--- src/sv/wqp_pkg.sv ---
`timescale 1ns / 1ps
// ----------------------------------------------------------------------------
// wqp_pkg
// Shared types, character codes and lookup functions for the Wi-Fi QR
// payload parser.
// ----------------------------------------------------------------------------
package wqp_pkg;

    // Default field capacities, counting the terminator slot
    localparam int SSID_CAPACITY_DEF = 64;
    localparam int PASS_CAPACITY_DEF = 64;
    localparam int AUTH_CAPACITY_DEF = 16;

    localparam int CHAR_W  = 8;
    localparam int POS_W   = 6;
    localparam int LEN_W   = 6;
    localparam int AUTH_W  = 4;
    localparam int PIDX_W  = 3;
    localparam int CAP_W   = 7;

    localparam logic [PIDX_W-1:0] PREFIX_LEN = 3'd5;
    localparam logic [POS_W-1:0]  OPEN_LEN   = 6'd6;
    localparam logic [AUTH_W-1:0] OPEN_CNT   = 4'd6;

    localparam logic [CHAR_W-1:0] CH_NUL   = 8'h00;
    localparam logic [CHAR_W-1:0] CH_S     = 8'h53;
    localparam logic [CHAR_W-1:0] CH_P     = 8'h50;
    localparam logic [CHAR_W-1:0] CH_T     = 8'h54;
    localparam logic [CHAR_W-1:0] CH_SEMI  = 8'h3B;
    localparam logic [CHAR_W-1:0] CH_COLON = 8'h3A;
    localparam logic [CHAR_W-1:0] CH_BSL   = 8'h5C;

    // Parse phase, one-hot
    typedef enum logic [6:0] {
        PH_PREFIX = 7'b0000001,
        PH_KEY    = 7'b0000010,
        PH_COLON  = 7'b0000100,
        PH_SKIP   = 7'b0001000,
        PH_VALUE  = 7'b0010000,
        PH_DONE   = 7'b0100000,
        PH_REJECT = 7'b1000000
    } phase_t;

    typedef enum logic [1:0] {
        TGT_NONE = 2'd0,
        TGT_SSID = 2'd1,
        TGT_PASS = 2'd2,
        TGT_AUTH = 2'd3
    } target_t;

    typedef enum logic [1:0] {
        KIND_SSID    = 2'd0,
        KIND_PASS    = 2'd1,
        KIND_SUMMARY = 2'd2
    } kind_t;

    // One result word
    typedef struct packed {
        logic [1:0]        kind;
        logic [POS_W-1:0]  position;
        logic [CHAR_W-1:0] char_value;
        logic              valid_res;
        logic [LEN_W-1:0]  ssid_length;
        logic [LEN_W-1:0]  pass_length;
        logic              open_network;
    } result_t;

    // Up to two result words produced by one input word, in order
    typedef struct packed {
        logic [1:0] count;
        result_t    first;
        result_t    second;
    } push_t;

    function automatic logic [CHAR_W-1:0] prefix_char(input logic [PIDX_W-1:0] idx);
        case (idx)
            3'd0:    prefix_char = 8'h57;  // W
            3'd1:    prefix_char = 8'h49;  // I
            3'd2:    prefix_char = 8'h46;  // F
            3'd3:    prefix_char = 8'h49;  // I
            3'd4:    prefix_char = 8'h3A;  // :
            default: prefix_char = 8'h00;
        endcase
    endfunction

    function automatic logic [CHAR_W-1:0] open_char(input logic [POS_W-1:0] idx);
        case (idx)
            6'd0:    open_char = 8'h6E;  // n
            6'd1:    open_char = 8'h6F;  // o
            6'd2:    open_char = 8'h70;  // p
            6'd3:    open_char = 8'h61;  // a
            6'd4:    open_char = 8'h73;  // s
            6'd5:    open_char = 8'h73;  // s
            default: open_char = 8'h00;
        endcase
    endfunction

endpackage

--- src/sv/wqp_core.sv ---
`timescale 1ns / 1ps
// ----------------------------------------------------------------------------
// wqp_core
// Parse state registers and the single-pass next-state logic; turns one
// payload byte into zero, one or two result words.
// ----------------------------------------------------------------------------
module wqp_core #(
    parameter int SSID_CAPACITY = wqp_pkg::SSID_CAPACITY_DEF,
    parameter int PASS_CAPACITY = wqp_pkg::PASS_CAPACITY_DEF,
    parameter int AUTH_CAPACITY = wqp_pkg::AUTH_CAPACITY_DEF
) (
    input  logic                 aclk,
    input  logic                 aresetn,
    input  logic                 in_accept,
    input  logic [7:0]           char_code,
    input  logic                 end_of_payload,
    output wqp_pkg::push_t       push
);
    import wqp_pkg::*;

    localparam logic [CAP_W-1:0] SSID_CAP = CAP_W'(SSID_CAPACITY);
    localparam logic [CAP_W-1:0] PASS_CAP = CAP_W'(PASS_CAPACITY);
    localparam logic [CAP_W-1:0] AUTH_CAP = CAP_W'(AUTH_CAPACITY);

    phase_t              phase_reg,       phase_next;
    logic [PIDX_W-1:0]   prefix_idx_reg,  prefix_idx_next;
    logic                escape_reg,      escape_next;
    target_t             target_reg,      target_next;
    logic [POS_W-1:0]    wr_idx_reg,      wr_idx_next;
    logic [LEN_W-1:0]    ssid_cnt_reg,    ssid_cnt_next;
    logic [LEN_W-1:0]    pass_cnt_reg,    pass_cnt_next;
    logic [AUTH_W-1:0]   auth_cnt_reg,    auth_cnt_next;
    logic                auth_match_reg,  auth_match_next;

    logic                do_store;
    logic                do_start;
    logic                char_out;
    logic [CAP_W-1:0]    wr_inc;
    logic [CAP_W-1:0]    cap;
    logic                matched;
    logic                is_open;
    result_t             char_res;
    result_t             sum_res;

    assign wr_inc = {1'b0, wr_idx_reg} + 7'd1;

    always_comb begin
        case (target_reg)
            TGT_SSID: cap = SSID_CAP;
            TGT_PASS: cap = PASS_CAP;
            TGT_AUTH: cap = AUTH_CAP;
            default:  cap = '0;
        endcase
    end

    // Next parse state for one byte
    always_comb begin
        phase_next      = phase_reg;
        prefix_idx_next = prefix_idx_reg;
        escape_next     = escape_reg;
        target_next     = target_reg;
        wr_idx_next     = wr_idx_reg;
        ssid_cnt_next   = ssid_cnt_reg;
        pass_cnt_next   = pass_cnt_reg;
        auth_cnt_next   = auth_cnt_reg;
        auth_match_next = auth_match_reg;
        do_store        = 1'b0;
        do_start        = 1'b0;
        char_out        = 1'b0;
        char_res        = '0;
        sum_res         = '0;
        matched         = 1'b0;
        is_open         = 1'b0;

        if (phase_reg == PH_DONE || phase_reg == PH_REJECT) begin
            // hold: parsing has ended
        end else if (char_code == CH_NUL) begin
            phase_next = (phase_reg == PH_PREFIX) ? PH_REJECT : PH_DONE;
        end else begin
            case (phase_reg)
                PH_PREFIX: begin
                    if (prefix_idx_reg < PREFIX_LEN &&
                        char_code == prefix_char(prefix_idx_reg)) begin
                        prefix_idx_next = prefix_idx_reg + 3'd1;
                        if (prefix_idx_next == PREFIX_LEN) begin
                            phase_next = PH_KEY;
                        end
                    end else begin
                        phase_next = PH_REJECT;
                    end
                end
                PH_KEY: begin
                    if (char_code != CH_SEMI) begin
                        if (char_code == CH_S)      target_next = TGT_SSID;
                        else if (char_code == CH_P) target_next = TGT_PASS;
                        else if (char_code == CH_T) target_next = TGT_AUTH;
                        else                        target_next = TGT_NONE;
                        phase_next = PH_COLON;
                    end
                end
                PH_COLON: begin
                    if (char_code == CH_COLON)     do_start   = 1'b1;
                    else if (char_code == CH_SEMI) phase_next = PH_KEY;
                    else                           phase_next = PH_SKIP;
                end
                PH_SKIP: begin
                    if (char_code == CH_SEMI) phase_next = PH_KEY;
                end
                PH_VALUE: begin
                    if (escape_reg) begin
                        escape_next = 1'b0;
                        do_store    = 1'b1;
                    end else if (char_code == CH_BSL) begin
                        escape_next = 1'b1;
                    end else if (char_code == CH_SEMI) begin
                        phase_next = PH_KEY;
                    end else begin
                        do_store = 1'b1;
                    end
                end
                default: phase_next = PH_REJECT;
            endcase
        end

        // Open a new value and clear its field
        if (do_start) begin
            phase_next  = PH_VALUE;
            wr_idx_next = '0;
            escape_next = 1'b0;
            case (target_reg)
                TGT_SSID: ssid_cnt_next = '0;
                TGT_PASS: pass_cnt_next = '0;
                TGT_AUTH: begin
                    auth_cnt_next   = '0;
                    auth_match_next = 1'b1;
                end
                default: ;
            endcase
        end

        // Store one character, drop it once the field is full
        if (do_store && target_reg != TGT_NONE && wr_inc < cap) begin
            wr_idx_next = wr_inc[POS_W-1:0];
            case (target_reg)
                TGT_SSID: begin
                    char_out      = 1'b1;
                    char_res.kind = KIND_SSID;
                    ssid_cnt_next = wr_inc[LEN_W-1:0];
                end
                TGT_PASS: begin
                    char_out      = 1'b1;
                    char_res.kind = KIND_PASS;
                    pass_cnt_next = wr_inc[LEN_W-1:0];
                end
                default: begin
                    if (wr_idx_reg < OPEN_LEN && char_code != open_char(wr_idx_reg)) begin
                        auth_match_next = 1'b0;
                    end
                    auth_cnt_next = wr_inc[AUTH_W-1:0];
                end
            endcase
            char_res.position   = wr_idx_reg;
            char_res.char_value = char_code;
        end

        // Summary on the last byte, then return to the reset state
        matched = (phase_next != PH_PREFIX) && (phase_next != PH_REJECT);
        is_open = (auth_cnt_next == OPEN_CNT) && auth_match_next;
        sum_res.kind         = KIND_SUMMARY;
        sum_res.ssid_length  = matched ? ssid_cnt_next : '0;
        sum_res.pass_length  = (matched && !is_open) ? pass_cnt_next : '0;
        sum_res.valid_res    = matched && (ssid_cnt_next != '0);
        sum_res.open_network = matched && is_open;

        if (end_of_payload) begin
            phase_next      = PH_PREFIX;
            prefix_idx_next = '0;
            escape_next     = 1'b0;
            target_next     = TGT_NONE;
            wr_idx_next     = '0;
            ssid_cnt_next   = '0;
            pass_cnt_next   = '0;
            auth_cnt_next   = '0;
            auth_match_next = 1'b1;
        end
    end

    // Order the result words: character first, then summary
    always_comb begin
        push.count  = 2'(char_out) + 2'(end_of_payload);
        push.first  = char_out ? char_res : sum_res;
        push.second = sum_res;
        if (!in_accept) begin
            push.count = 2'd0;
        end
    end

    // Advance parse state on each accepted byte
    always_ff @(posedge aclk) begin
        if (!aresetn) begin
            phase_reg      <= PH_PREFIX;
            prefix_idx_reg <= '0;
            escape_reg     <= 1'b0;
            target_reg     <= TGT_NONE;
            wr_idx_reg     <= '0;
            ssid_cnt_reg   <= '0;
            pass_cnt_reg   <= '0;
            auth_cnt_reg   <= '0;
            auth_match_reg <= 1'b1;
        end else if (in_accept) begin
            phase_reg      <= phase_next;
            prefix_idx_reg <= prefix_idx_next;
            escape_reg     <= escape_next;
            target_reg     <= target_next;
            wr_idx_reg     <= wr_idx_next;
            ssid_cnt_reg   <= ssid_cnt_next;
            pass_cnt_reg   <= pass_cnt_next;
            auth_cnt_reg   <= auth_cnt_next;
            auth_match_reg <= auth_match_next;
        end
    end

endmodule

--- src/sv/wqp_result_fifo.sv ---
`timescale 1ns / 1ps
// ----------------------------------------------------------------------------
// wqp_result_fifo
// Four-entry result queue: takes up to two words per cycle, hands out one.
// ----------------------------------------------------------------------------
module wqp_result_fifo (
    input  logic              aclk,
    input  logic              aresetn,
    input  wqp_pkg::push_t    push,
    output logic              room,
    output logic              out_valid,
    input  logic              out_ready,
    output wqp_pkg::result_t  out_word
);
    import wqp_pkg::*;

    localparam int DEPTH = 4;
    localparam int PTR_W = $clog2(DEPTH);

    result_t            entry_reg [DEPTH];
    logic [PTR_W-1:0]   wr_ptr_reg, wr_ptr_next;
    logic [PTR_W-1:0]   rd_ptr_reg, rd_ptr_next;
    logic [PTR_W:0]     count_reg,  count_next;
    logic [PTR_W-1:0]   wr_ptr_inc;
    logic               pop;

    assign room       = count_reg <= (PTR_W+1)'(DEPTH - 2);
    assign out_valid  = count_reg != '0;
    assign out_word   = entry_reg[rd_ptr_reg];
    assign pop        = out_valid && out_ready;
    assign wr_ptr_inc = wr_ptr_reg + PTR_W'(1);

    // Move pointers and fill level
    always_comb begin
        wr_ptr_next = wr_ptr_reg + PTR_W'(push.count);
        rd_ptr_next = rd_ptr_reg + PTR_W'(pop);
        count_next  = count_reg + (PTR_W+1)'(push.count) - (PTR_W+1)'(pop);
    end

    always_ff @(posedge aclk) begin
        if (!aresetn) begin
            wr_ptr_reg <= '0;
            rd_ptr_reg <= '0;
            count_reg  <= '0;
        end else begin
            wr_ptr_reg <= wr_ptr_next;
            rd_ptr_reg <= rd_ptr_next;
            count_reg  <= count_next;
        end
    end

    // Write the words in order
    always_ff @(posedge aclk) begin
        if (push.count != 2'd0) begin
            entry_reg[wr_ptr_reg] <= push.first;
        end
        if (push.count == 2'd2) begin
            entry_reg[wr_ptr_inc] <= push.second;
        end
    end

endmodule

--- src/sv/wifi_qr_payload_parser_unit.sv ---
`timescale 1ns / 1ps
// ----------------------------------------------------------------------------
// wifi_qr_payload_parser_unit
// Wi-Fi QR payload parser: checks the WIFI: prefix, splits key:value
// fields, emits SSID and password characters and a summary on the last byte.
// ----------------------------------------------------------------------------
// Results pass through the registered result queue before they appear on m_valid.
// Throughput: one byte per cycle; a byte that yields a character and the
//   summary puts two words into the four-entry result queue, which drains
//   one word per cycle while m_ready is high; s_ready needs two free slots.
// Reset: synchronous active-low aresetn clears parse state and empties the queue.
module wifi_qr_payload_parser_unit #(
    parameter int SSID_CAPACITY = wqp_pkg::SSID_CAPACITY_DEF,
    parameter int PASS_CAPACITY = wqp_pkg::PASS_CAPACITY_DEF,
    parameter int AUTH_CAPACITY = wqp_pkg::AUTH_CAPACITY_DEF
) (
    input  logic        aclk,
    input  logic        aresetn,
    input  logic        s_valid,
    output logic        s_ready,
    input  logic [7:0]  s_char_code,
    input  logic        s_end_of_payload,
    output logic        m_valid,
    input  logic        m_ready,
    output logic [1:0]  m_kind,
    output logic [5:0]  m_position,
    output logic [7:0]  m_char_value,
    output logic        m_valid_res,
    output logic [5:0]  m_ssid_length,
    output logic [5:0]  m_pass_length,
    output logic        m_open_network
);
    import wqp_pkg::*;

    push_t   push;
    result_t out_word;
    logic    room;

    // Accept a word whenever the queue can hold two more results
    assign s_ready = room;

    wqp_core #(
        .SSID_CAPACITY (SSID_CAPACITY),
        .PASS_CAPACITY (PASS_CAPACITY),
        .AUTH_CAPACITY (AUTH_CAPACITY)
    ) u_core (
        .aclk           (aclk),
        .aresetn        (aresetn),
        .in_accept      (s_valid && s_ready),
        .char_code      (s_char_code),
        .end_of_payload (s_end_of_payload),
        .push           (push)
    );

    wqp_result_fifo u_fifo (
        .aclk      (aclk),
        .aresetn   (aresetn),
        .push      (push),
        .room      (room),
        .out_valid (m_valid),
        .out_ready (m_ready),
        .out_word  (out_word)
    );

    // Unpack the head result word
    assign m_kind         = out_word.kind;
    assign m_position     = out_word.position;
    assign m_char_value   = out_word.char_value;
    assign m_valid_res    = out_word.valid_res;
    assign m_ssid_length  = out_word.ssid_length;
    assign m_pass_length  = out_word.pass_length;
    assign m_open_network = out_word.open_network;

endmodule

--- config.mk ---
export PLATFORM = sky130hd
export DESIGN_NAME = wifi_qr_payload_parser_unit
export DESIGN_NICKNAME = d
export VERILOG_FILES = /design/src/sv/wqp_pkg.sv /design/src/sv/wqp_core.sv /design/src/sv/wqp_result_fifo.sv /design/src/sv/wifi_qr_payload_parser_unit.sv
export SDC_FILE = /design/constraint.sdc
export NUM_CORES = 1
export LEC_CHECK = 0
export BUFFER_PORTS_ARGS = -buffer_cell sky130_fd_sc_hd__clkbuf_2
export CORE_ASPECT_RATIO = 0.9
export CORE_UTILIZATION = 49
export CTS_CLUSTER_DIAMETER = 200
export DETAILED_ROUTE_END_ITERATION = 10
export HOLD_SLACK_MARGIN = 0.1
export PLACE_DENSITY = 0.66
export SYNTH_ARGS = -nofsm -noshare
export SYNTH_HDL_FRONTEND = slang
export SYNTH_SLANG_ARGS = --single-unit
export TNS_END_PERCENT = 30
--- constraint.sdc ---
create_clock -name aclk -period 5.6 [get_ports aclk]
set_clock_uncertainty 0.2 [all_clocks]
set_input_delay 0.56 -clock aclk [delete_from_list [all_inputs] [get_ports aclk]]
set_output_delay 0.56 -clock aclk [all_outputs]
set_load 0.01 [all_outputs]
==> summary.md <==
| Metric | Value |
|---|---|
| Largest net degree at the start of global routing | 57 |
| Worst EP arrival | 5000 ps |
| Commonest cells in the netlist | 107 x dfxtp_1, 62 x a22o_1, 56 x edfxtp_1 |
| Final setup viols | 0 |
| Final TNS setup | 0 ps |
| Final min period | 4966 ps |
| Fraction of the mapped netlist area in adder cells | 0.03721 |
| Grt ovf | 0 |
| Fin crit share | 0.8868 |
| Leading area contributor after synthesis | dfxtp_1 |
| Status | finished, violations left |
| Transition time of the tightest slew-check pin | 1023 ps |
| DP Wirelength | 14.09 mm |
| NumNets Final | 819 |
| P&R area growth vs syn | 10.75% |
| Violated checks | DRC |
| Final hold vios | 0 |
| Wire per inst | 21.22 µm |
| Unrepaired setup endpoints after global routing | no |
| Reg2reg start | u_core.wr_idx_reg[1]$_SDFFE_PN0P_ |
| Top-count cell post-synth | dfxtp_1 |
| Final wirelength | 21.29 mm |
| Leak pwr | 3.149 nW |
| CP required | 5640 ps |
| Clock tree buffer depth | 2 |
| Max reg flops | 120 |
| CTS root buf | clkbuf_16 |
| Residual DRC | 6 |
| CTS Sinks | 163 |
| All-Layer GR Usage | 0.2553 |
| Area contributors post-synth | dfxtp_1 26%, edfxtp_1 20%, mux4_2 8.2% |
| Post-CTS resize count | 0 |
| DRT Pass-1 Iters | 8 |
| Share of the synthesized area in the top cell type | 0.2611 |
| Initial antenna violation count | 0 |
| Post-CTS Setup Bufs | 0 |
| Post-Syn Area per Cell | 10.67 µm² |
| Synthesis-stage register bit count | 163 |
| Worst path cell trace | ha_1, and3_1, nand3_1, inv_1, ha_1, o221a_2, nor4_4, nand2_2, inv_1, ha_1, o21ai_0, nor2_1, nand2_1, inv_1, nand2_1, nor4_1 |
| I/O pin cnt | 45 |
| Crit path buffers/inverters | 3 |
| Mux contribution to synthesized area | 0.08783 |
| DR iter-0 viols | 788 |
| Die Span X | 138.4 µm |
| Crit path kind | register to register |
| VDD IR-drop max | 0.2216 mV |
| EDFF count, synth | 56 |
| Routability cong. | 0.8646 |
| Fraction of registers with async set/reset | 0 |
| Hold Crit Start | u_fifo.entry_reg[1][29]$_SDFFE_PP1P_ |
| Vias in the first global route | 6,329 |
| Compound-Gate Fraction of Synth Area | 0.1664 |
| CTS H-Tree Depth | 4 |
| CTS tree | built |
| Post-CTS Hold Fix Bufs | 0 |
| Layout cells sized above 1 | 0.1771 |
| First-pass GRT wire length | 33.93 mm |
| CTS buffer count | 17 |
| IO buf count | 44 |
| Distinct cells, synth | 73 |
| Fill count | 1,367 |
| Mapped Cells | 769 |
| Seq/Total Area, Yosys | 0.4660 |
| Critical Path Source Type | register |
| Netlist Area Pre-Place | 8205 µm² |
| Most used DFF post-synth | dfxtp_1 |
| Critical Path Source | u_core.wr_idx_reg[1]$_SDFFE_PN0P_ |
| Max-capacitance violation count | 0 |
| Simple-gate share of the synthesized area | 0.1819 |
| Die area | 17,270 µm² |
| Max Fclk | 201.4 MHz |
| Die Span Y | 124.8 µm |
| Critical path's slowest cell | dfxtp_1 |
| Family with the most delay on the worst path | simple AND/OR/NAND/NOR gates |
| Synth Net Count | 805 |
| Worst-path fanout max | 15 |
| Synth Area in XOR/XNOR | 0.01494 |
| Area of the core | 16,240 µm² |
| Latest clock arrival within the worst-skew pair | 430 ps |
| Fin. max-slew vios | 0 |
| Main combinational cell family by area after synthesis | simple AND/OR/NAND/NOR gates |
| Crit-path max cell delay | 620 ps |
| Hold WC Path Type | register to register |
| Final Util | 0.5596 |
| Via count | 6,432 |
| Clock transition at path regs | 70 ps |
| Vias per cell | 6.413 |
| Rel. slew slack | 0.3162 |
| Initial Util | 0.5052 |
| Crit. End Element | register |
| Power Density | 332.0 nW/µm² |
| YS warnings | 0 |
| Diodes inserted | 0 |
| Rows | 44 |
| Post-DRT Antenna Nets | 0 |
[routing by layer]
metal	wire length, µm	vias up	GRT usage
li1	-	2963	-
met1	9848	3204	0.3546
met2	9802	230	0.3933
met3	1262	35	0.04921
met4	373	0	0.09980
met5	0	-	0
[worst min-delay path, stage by stage (launching register included)]
cell and delay [ps]:
dfxtp_1 310, nand2_1 50, nand2_1 40
[cells in the final DEF, fill, tap and decap left out, types with 5 or more instances in the layout]
cell       count
nand2_1       42
o22ai_1        7
a21oi_1       24
nor3b_1        9
o211ai_1       7
xor2_1         7
ha_1          22
nor4_1        36
a211oi_1       5
a2bb2oi_1      6
dfxtp_1      106
buf_4         10
nor2_1        36
mux4_2        30
nand2b_1       7
clkbuf_16     17
a31oi_1        5
xnor2_1        7
and3_1         8
nor3_1        35
or3_1          7
nor2b_1       11
inv_1         32
o2bb2ai_1      5
a22o_1        62
and2_1        13
clkbuf_2      44
o21ai_0       30
nand3_1       17
edfxtp_1      56
a21boi_0       6
[cell families after synthesis]
group	count (synthesis)
AOI/OAI and AO/OA	184
xor gates and xnor gates	14
adders and majority gates	24
buffers and inverters	91
DFF	163
muxes	34
and+or+nand+nor	259
[through the flow]
stage	power (W)	std cells	setup slack (ps)	hold WS, ps	instance area, µm²
2_1_floorplan	0.001717	769	1451	217.5	8205
3_3_place_gp	0.001869	971	961.3	231.4	8506
3_5_place_dp	0.001878	971	752.5	235.2	8506
4_1_cts	0.003031	1003	667.0	246.7	9087
5_1_grt	0.003134	1003	193.4	259.7	9087
6_report	0.003017	1003	633.9	244.3	9087
[area by class of cell]
| type | count | area [µm²] | share of cell area |
|---|---|---|---|
| clock inverter | 14 | 152.6 | 0.01680 |
| multi-input combinational | 515 | 4006 | 0.4409 |
| timing repair buffer | 54 | 295.3 | 0.03249 |
| sequential | 163 | 3825 | 0.4209 |
| tap | 207 | 259.0 | 0.02850 |
| inverter | 32 | 120.1 | 0.01322 |
| clock buffer | 18 | 429.2 | 0.04723 |
[final timing paths]
path / to / slack (ps) / depth (start not counted)
setup / recovery: u_fifo.entry_reg[1][2]$_DFFE_PP_ / 630 / 16
hold / removal: u_fifo.entry_reg[1][29]$_SDFFE_PP1P_ / 240 / 2
setup reg to reg: u_fifo.entry_reg[1][2]$_DFFE_PP_ / 630 / 16
hold reg to reg: u_fifo.entry_reg[1][29]$_SDFFE_PP1P_ / 240 / 2
[report_power, final]
part           switching (W)  leakage [nW]  internal (W)
Sequential         0.0000316          1.39       0.00127
Clock               0.000502         0.271      0.000662
Combinational       0.000333          1.49      0.000215
Power figures use the tool's default switching activity.
